[src/scf_pkg.sv]
package scf_pkg;

    localparam int MAX_WIDTH  = 1024;
    localparam int MAX_HEIGHT = 4096;
    localparam int BANKS      = 4;

    localparam int COL_W      = $clog2(MAX_WIDTH);
    localparam int ROW_W      = $clog2(MAX_HEIGHT);
    localparam int SLOT_W     = $clog2(BANKS);
    localparam int FW_W       = 11;
    localparam int FH_W       = 13;
    localparam int MODE_W     = 3;
    localparam int PEND_W     = 12;
    localparam int CFG_IDX_W  = 2;
    localparam int CFG_DATA_W = 13;

    localparam logic [PEND_W-1:0] PEND_MAX = {PEND_W{1'b1}};

    localparam int FIFO_DEPTH = 8;
    localparam int FIFO_AW    = $clog2(FIFO_DEPTH);

    localparam logic [CFG_IDX_W-1:0] CFG_MODE   = 2'd0;
    localparam logic [CFG_IDX_W-1:0] CFG_WIDTH  = 2'd1;
    localparam logic [CFG_IDX_W-1:0] CFG_HEIGHT = 2'd2;

    localparam logic [FW_W-1:0] WIDTH_RESET  = 11'd640;
    localparam logic [FH_W-1:0] HEIGHT_RESET = 13'd480;

    // floor(x/18) and floor(x/50) by reciprocal, exact over the numerator range
    localparam logic [31:0] RECIP_BOX3 = 32'd3641;
    localparam int          SHIFT_BOX3 = 16;
    localparam logic [31:0] RECIP_BOX5 = 32'd20972;
    localparam int          SHIFT_BOX5 = 20;

    typedef enum logic [MODE_W-1:0] {
        MODE_BOX3,
        MODE_BIN3,
        MODE_BOX5,
        MODE_BIN5,
        MODE_LAPLACE,
        MODE_SHARP5,
        MODE_SHARP6,
        MODE_BYPASS
    } filter_mode_t;

    typedef logic [7:0] pixel_t;
    typedef pixel_t [4:0] column_t;

    typedef struct packed {
        logic [9:0]  s3;
        logic [9:0]  w3;
        logic [10:0] s5;
        logic [11:0] w5;
        pixel_t      r1;
        pixel_t      r2;
        pixel_t      r3;
    } colsum_t;

    typedef struct packed {
        pixel_t pixel;
        logic   last;
    } result_t;

endpackage

[src/scf_column_cell.sv]
module scf_column_cell
    import scf_pkg::*;
(
    input  logic    clk,
    input  logic    rst_n,
    input  logic    shift_en,
    input  column_t col_in,
    output column_t col_out,
    output colsum_t sums
);

    column_t col_reg;
    colsum_t sums_reg;
    colsum_t sums_next;

    always_ff @(posedge clk or negedge rst_n)
    begin
        if (!rst_n)
        begin
            col_reg <= '0;
        end
        else if (shift_en)
        begin
            col_reg <= col_in;
        end
    end

    always_comb
    begin
        sums_next.s3 = 10'(col_reg[1]) + 10'(col_reg[2]) + 10'(col_reg[3]);
        sums_next.w3 = 10'(col_reg[1]) + {1'b0, col_reg[2], 1'b0} + 10'(col_reg[3]);
        sums_next.s5 = 11'(col_reg[0]) + 11'(col_reg[1]) + 11'(col_reg[2])
                     + 11'(col_reg[3]) + 11'(col_reg[4]);
        sums_next.w5 = 12'(col_reg[0]) + {2'b0, col_reg[1], 2'b0}
                     + {2'b0, col_reg[2], 2'b0} + {3'b0, col_reg[2], 1'b0}
                     + {2'b0, col_reg[3], 2'b0} + 12'(col_reg[4]);
        sums_next.r1 = col_reg[1];
        sums_next.r2 = col_reg[2];
        sums_next.r3 = col_reg[3];
    end

    always_ff @(posedge clk)
    begin
        sums_reg <= sums_next;
    end

    assign col_out = col_reg;
    assign sums    = sums_reg;

endmodule
[config.mk]
export PLATFORM = sky130hd
export DESIGN_NAME = scf_column_cell
export DESIGN_NICKNAME = d
export VERILOG_FILES = /design/src/scf_pkg.sv /design/src/scf_column_cell.sv
export SDC_FILE = /design/constraint.sdc
export NUM_CORES = 1
export LEC_CHECK = 0
export BUFFER_PORTS_ARGS = -buffer_cell sky130_fd_sc_hd__buf_2
export CAP_MARGIN = 30
export CORE_MARGIN = 1
export CORE_UTILIZATION = 55
export CTS_CLUSTER_SIZE = 24
export DETAILED_ROUTE_END_ITERATION = 8
export PLACE_DENSITY = 0.84
export SYNTH_ARGS = -nofsm -noshare
export SYNTH_HDL_FRONTEND = slang
export SYNTH_SLANG_ARGS = --single-unit
[constraint.sdc]
create_clock -name clk -period 5.9 [get_ports clk]
set_input_delay 0.59 -clock clk [delete_from_list [all_inputs] [get_ports clk]]
set_output_delay 0.59 -clock clk [all_outputs]
set_load 0.05 [all_outputs]
* Yosys cells after proc, flatten, opt, wreduce, memory -nomap -nowiden
Cells that the tools add are included.
** Word-level totals
- Memories kept :: 0
- ROM bits :: 0
- Output and inout bits :: 107
- Memory bits (writable) :: 0
- Bits of input ports :: 43
- Register bits :: 107
- Bits in latches :: 0
** Cells by class
- $lt $le $gt $ge :: 0
- Multiplexer cells :: 0
- $add $sub $neg :: 13
- Reduce and logical (&&, ||, !) cells :: 0
- Shifts and indexed selects :: 0
- $mul :: 0
- Divide/modulo/power cells :: 0
- Bitwise operators :: 0
- Eq/ne operators :: 0
** Operator list (count)
- 9-bit by 8-bit adder with 10-bit output :: 2
- 8-bit by 8-bit adder with 9-bit output :: 2
- 11-bit by 10-bit adder with 12-bit output :: 1
- 12-bit by 10-bit adder with 12-bit output :: 1
- 12-bit by 8-bit adder with 12-bit output :: 1
- 12-bit by 9-bit adder with 12-bit output :: 1
- 10-bit by 8-bit adder with 11-bit output :: 1
- 11-bit by 8-bit adder with 11-bit output :: 1
- 8-bit by 10-bit adder with 11-bit output :: 1
- 10-bit by 8-bit adder with 10-bit output :: 1
- 8-bit by 9-bit adder with 10-bit output :: 1

* Depth between registers and ports, before layout
- Word-level depth :: 5
- Depth in mapped cells :: 15
- Mapped depth without buffers :: 15

* Least setup slack after synthesis
Ideal clock, no wire load.
- Path type :: flip-flop to flip-flop
- Start :: register col_reg, in the netlist col_out[3]
- End :: register sums_reg, in the netlist sums[35]
- Clock period less this slack :: 3.847 ns
- Path buffers :: 0
- Setup slack :: 2.053 ns
- Stages on the path, launching flop included :: 16
- Required time :: 5.828 ns
- Setup time :: 0.072 ns
- Data arrival time :: 3.775 ns
- Cell sequence :: dfrtp_1 inv_1 fa_1 inv_1 fa_1 inv_1 fa_1 inv_1 ha_1 inv_1 fa_1 inv_1 a21o_1 a41o_1 o41ai_2 xnor2_1
** RTL lines
- start: declaration :: RTL line scf_column_cell.sv:12 : column_t col_reg;
- start signal: assignment :: RTL line scf_column_cell.sv:24 : col_reg <= col_in;
- end signal: assignment :: RTL line scf_column_cell.sv:44 : sums_reg <= sums_next;
- end: declaration :: RTL line scf_column_cell.sv:13 : colsum_t sums_reg;

==> metrics.csv <==
stage;metric;value;unit
setup_path;FF-to-FF Start;col_out[17]$_DFFE_PN0P_;
setup_path;R2R Path End;sums[35]$_DFF_P_;
synth;Cells after Synth;570;
sta;Final Skew;9.354;ps
finish;Util after Layout;0.6647;
clock_tree;Hold-fix buffers, CTS;0;
die;# rows;37;
clock_tree;H-tree Lvls;3;
global_route;largest net degree at the start of global routing;75;
clock_tree;CTS tree;built;
global_route;Total GRT Usage;0.2478;
synth;post-synthesis sequential area ratio;0.3885;
die;Die W;106.7;um
placed_design;pre-CTS WS;2068;ps
sta;post-route worst setup slack;2051;ps
synth;Post-synth EDFFs;0;
global_route;first-pass GRT wire length;21590;um
setup_path;CP endpoint kind;flip-flop;
routing;ANT nets after route;0;
routing;Avg WL per Cell;15.54;um
flow_run;Max-Cap Viols;0;
clock_tree;PostCTS Resize Cnt;0;
clock_tree;Num CTS Buffers;9;
sta;Setup TNS;0;ps
synth;Mapped Area;6028;sq um
finish;layout cells sized above 1;0.2496;
routing;Top Metal Used;met4;
finish;max FFs per register;67;
setup_path;CP Launch Type;flip-flop;
routing;met3 routed WL;675;um
routing;Vias/cell;4.970;
routing;Residual DRC;0;
routing;DRT iter0 DRCs;185;
clock_tree;Clock Tree Root;clkbuf_8;
global_route;GRT overflow;0;
placed_design;DPL Wire Length;10370;um
synth;Primary FF master, synth;dfxtp_1;
sta;Max Fclk;259.8;MHz
placed_design;area of placed instances;6741;sq um
sta;Period Utilization, post-route;0.6524;
sta;worst-margin pin slew;674.9;ps
synth;share of flip-flops with an asynchronous set or reset;0.3738;
placed_design;RePlAce Congestion;0.8660;
finish;Layout area overhead;15.36;%
finish;Nets;852;
finish;ANT cells;0;
clock_tree;Skew-Pair Late Insertion Delay;370;ps
setup_path;CP arrival;4150;ps
setup_path;CP Max Fanout;6;
hold_path;worst min path class;in -> async;
clock_tree;Post-CTS Setup Repair Bufs;0;
synth;Syn Nets;722;
sta;Final Setup Violations;0;
die;core box area;10460;sq um
setup_path;worst reg-to-reg setup slack;2050;ps
clock_tree;CTS Sinks;107;
synth;Yosys top cell by area;fa_1;
run_status;outcome;finished clean;
sta;Max Slew Vio Count;0;
sta;RSZ-0062 raised after global routing;no;
setup_path;CP Class;reg -> reg;
power_and_ir_drop;VDD IR max;0.2894;mV
routing;vias;4180;
die;initial core utilization;0.5762;
setup_path;CP required;6200;ps
synth;number of warnings issued by yosys;0;
clock_tree;Clock transition at path regs;110;ps
clock_tree;Bufs on Longest Clock Path;2;
sta;fin crit period;3849;ps
synth;post-synthesis average cell area;10.58;sq um
routing;drt pass-1 iters;4;
die;Die H;106.7;um
synth;Yosys reg bits;107;
synth;top post-synthesis cells by area;fa_1, dfxtp_1, dfrtp_1;
power_and_ir_drop;Leak Pwr;3.695;nW
die;die area;11380;sq um
sta;Rel. slew slack;0.5501;
routing;met1 wire length;5228;um
routing;final WL;13070;um
placed_design;port bufs;149;
placed_design;placed cell count;824;
synth;Synth top area share;0.2258;
global_route;initial antenna violation count;0;
die;I/O Pins;150;
sta;final hold violation count;0;
finish;commonest non-fill, non-tap cell in the layout;buf_2;
global_route;number of global-route vias before repair;4542;
finish;fin cells;841;
finish;commonest non-fill, non-tap cells in the layout;buf_2, inv_1, fa_1;
synth;Yosys cell types;38;
setup_path;FF-to-FF path depth;15;
power_and_ir_drop;PD cells;546.7;nW/um^2
finish;Design Area, Final;6954;sq um
routing;DR WL met2;6901;um
-- stage by stage --
| step | hold slack, ps | power (W) |
|---|---|---|
| global placement | 463.3 | 0.003284 |
| detailed placement | 500.6 | 0.003354 |
| global route | 70.52 | 0.004096 |
| CTS | 398.0 | 0.003817 |
| finish | 80.22 | 0.003802 |
| floorplan | 294.4 | 0.002862 |
-- layout make-up --
type	count	area, sq um
Fill cell	827	3508
Multi-Input combinational cell	299	2980
Sequential cell	107	2342
Timing Repair Buffer	151	773.2
Inverter	132	495.5
Tap cell	136	170.2
Clock buffer	9	123.9
Clock inverter	7	68.82
-- metal layers --
metal / vias up / GRT usage
met1: 2026 / 0.2900
li1: 1986 / -
met2: 148 / 0.4622
met3: 20 / 0.04255
met4: 0 / 0.07241
met5: - / 0
-- Yosys cell counts, types with 2 or more instances --
cell type,instances
xor2_1,4
a31oi_1,3
dfrtp_1,40
fa_1,68
o21ai_1,2
buf_1,2
nor3_1,4
ha_1,41
buf_4,24
and3_1,4
a21oi_1,13
dfxtp_1,67
o21a_1,4
or4_1,2
mux2_2,6
nor2b_1,4
nand2_1,43
xnor2_1,20
nor2_1,15
inv_1,132
or2_2,2
a211oi_1,5
o21ai_0,41
a21o_1,5
clkbuf_1,6
-- how the worst max path moves through the flow --
stage                       startpoint               end  slack [ps]  cells past startpoint
6_report       col_out[17]$_DFFE_PN0P_  sums[35]$_DFF_P_        2050                     15
2_1_floorplan   col_out[3]$_DFFE_PN0P_  sums[35]$_DFF_P_        2050                     15
3_5_place_dp   col_out[17]$_DFFE_PN0P_  sums[35]$_DFF_P_        2070                     15
3_3_place_gp   col_out[17]$_DFFE_PN0P_  sums[35]$_DFF_P_        2210                     15
4_1_cts        col_out[17]$_DFFE_PN0P_  sums[35]$_DFF_P_        2040                     15
5_1_grt        col_out[17]$_DFFE_PN0P_  sums[35]$_DFF_P_        1790                     15
-- power breakdown --
group          switching, W  total [W]  internal (W)  leakage (nW)
registers         0.0000850    0.00102      0.000931          1.05
logic               0.00155    0.00234      0.000799          2.55
clock network      0.000277   0.000441      0.000165        0.0964
total               0.00191    0.00380       0.00189          3.69
-- cell families (layout without fill, tap and decap cells) --
kind of cell             after synthesis  after routing  synth area share
multiplexers                           6              6           0.01121
XOR/XNOR                              24             24           0.03487
AO/OA/AOI/OAI                         82             82           0.08116
flip-flops                           107            107            0.3885
adder cells (fa/ha/maj)              109            109            0.3109
buffers and inverters                164            299            0.1171
AND/OR/NAND/NOR                       78             78           0.05624
-- critical path: stages, from the launching register on --
cell,delay (ps)
dfrtp_1,550
inv_1,160
fa_1,500
inv_1,50
fa_1,530
inv_1,60
fa_1,520
inv_1,40
ha_1,210
inv_1,70
fa_1,200
inv_1,50
a21o_1,180
a41o_1,270
o41ai_2,230
xnor2_1,160
No activity file was read; power rests on OpenSTA's default activity.
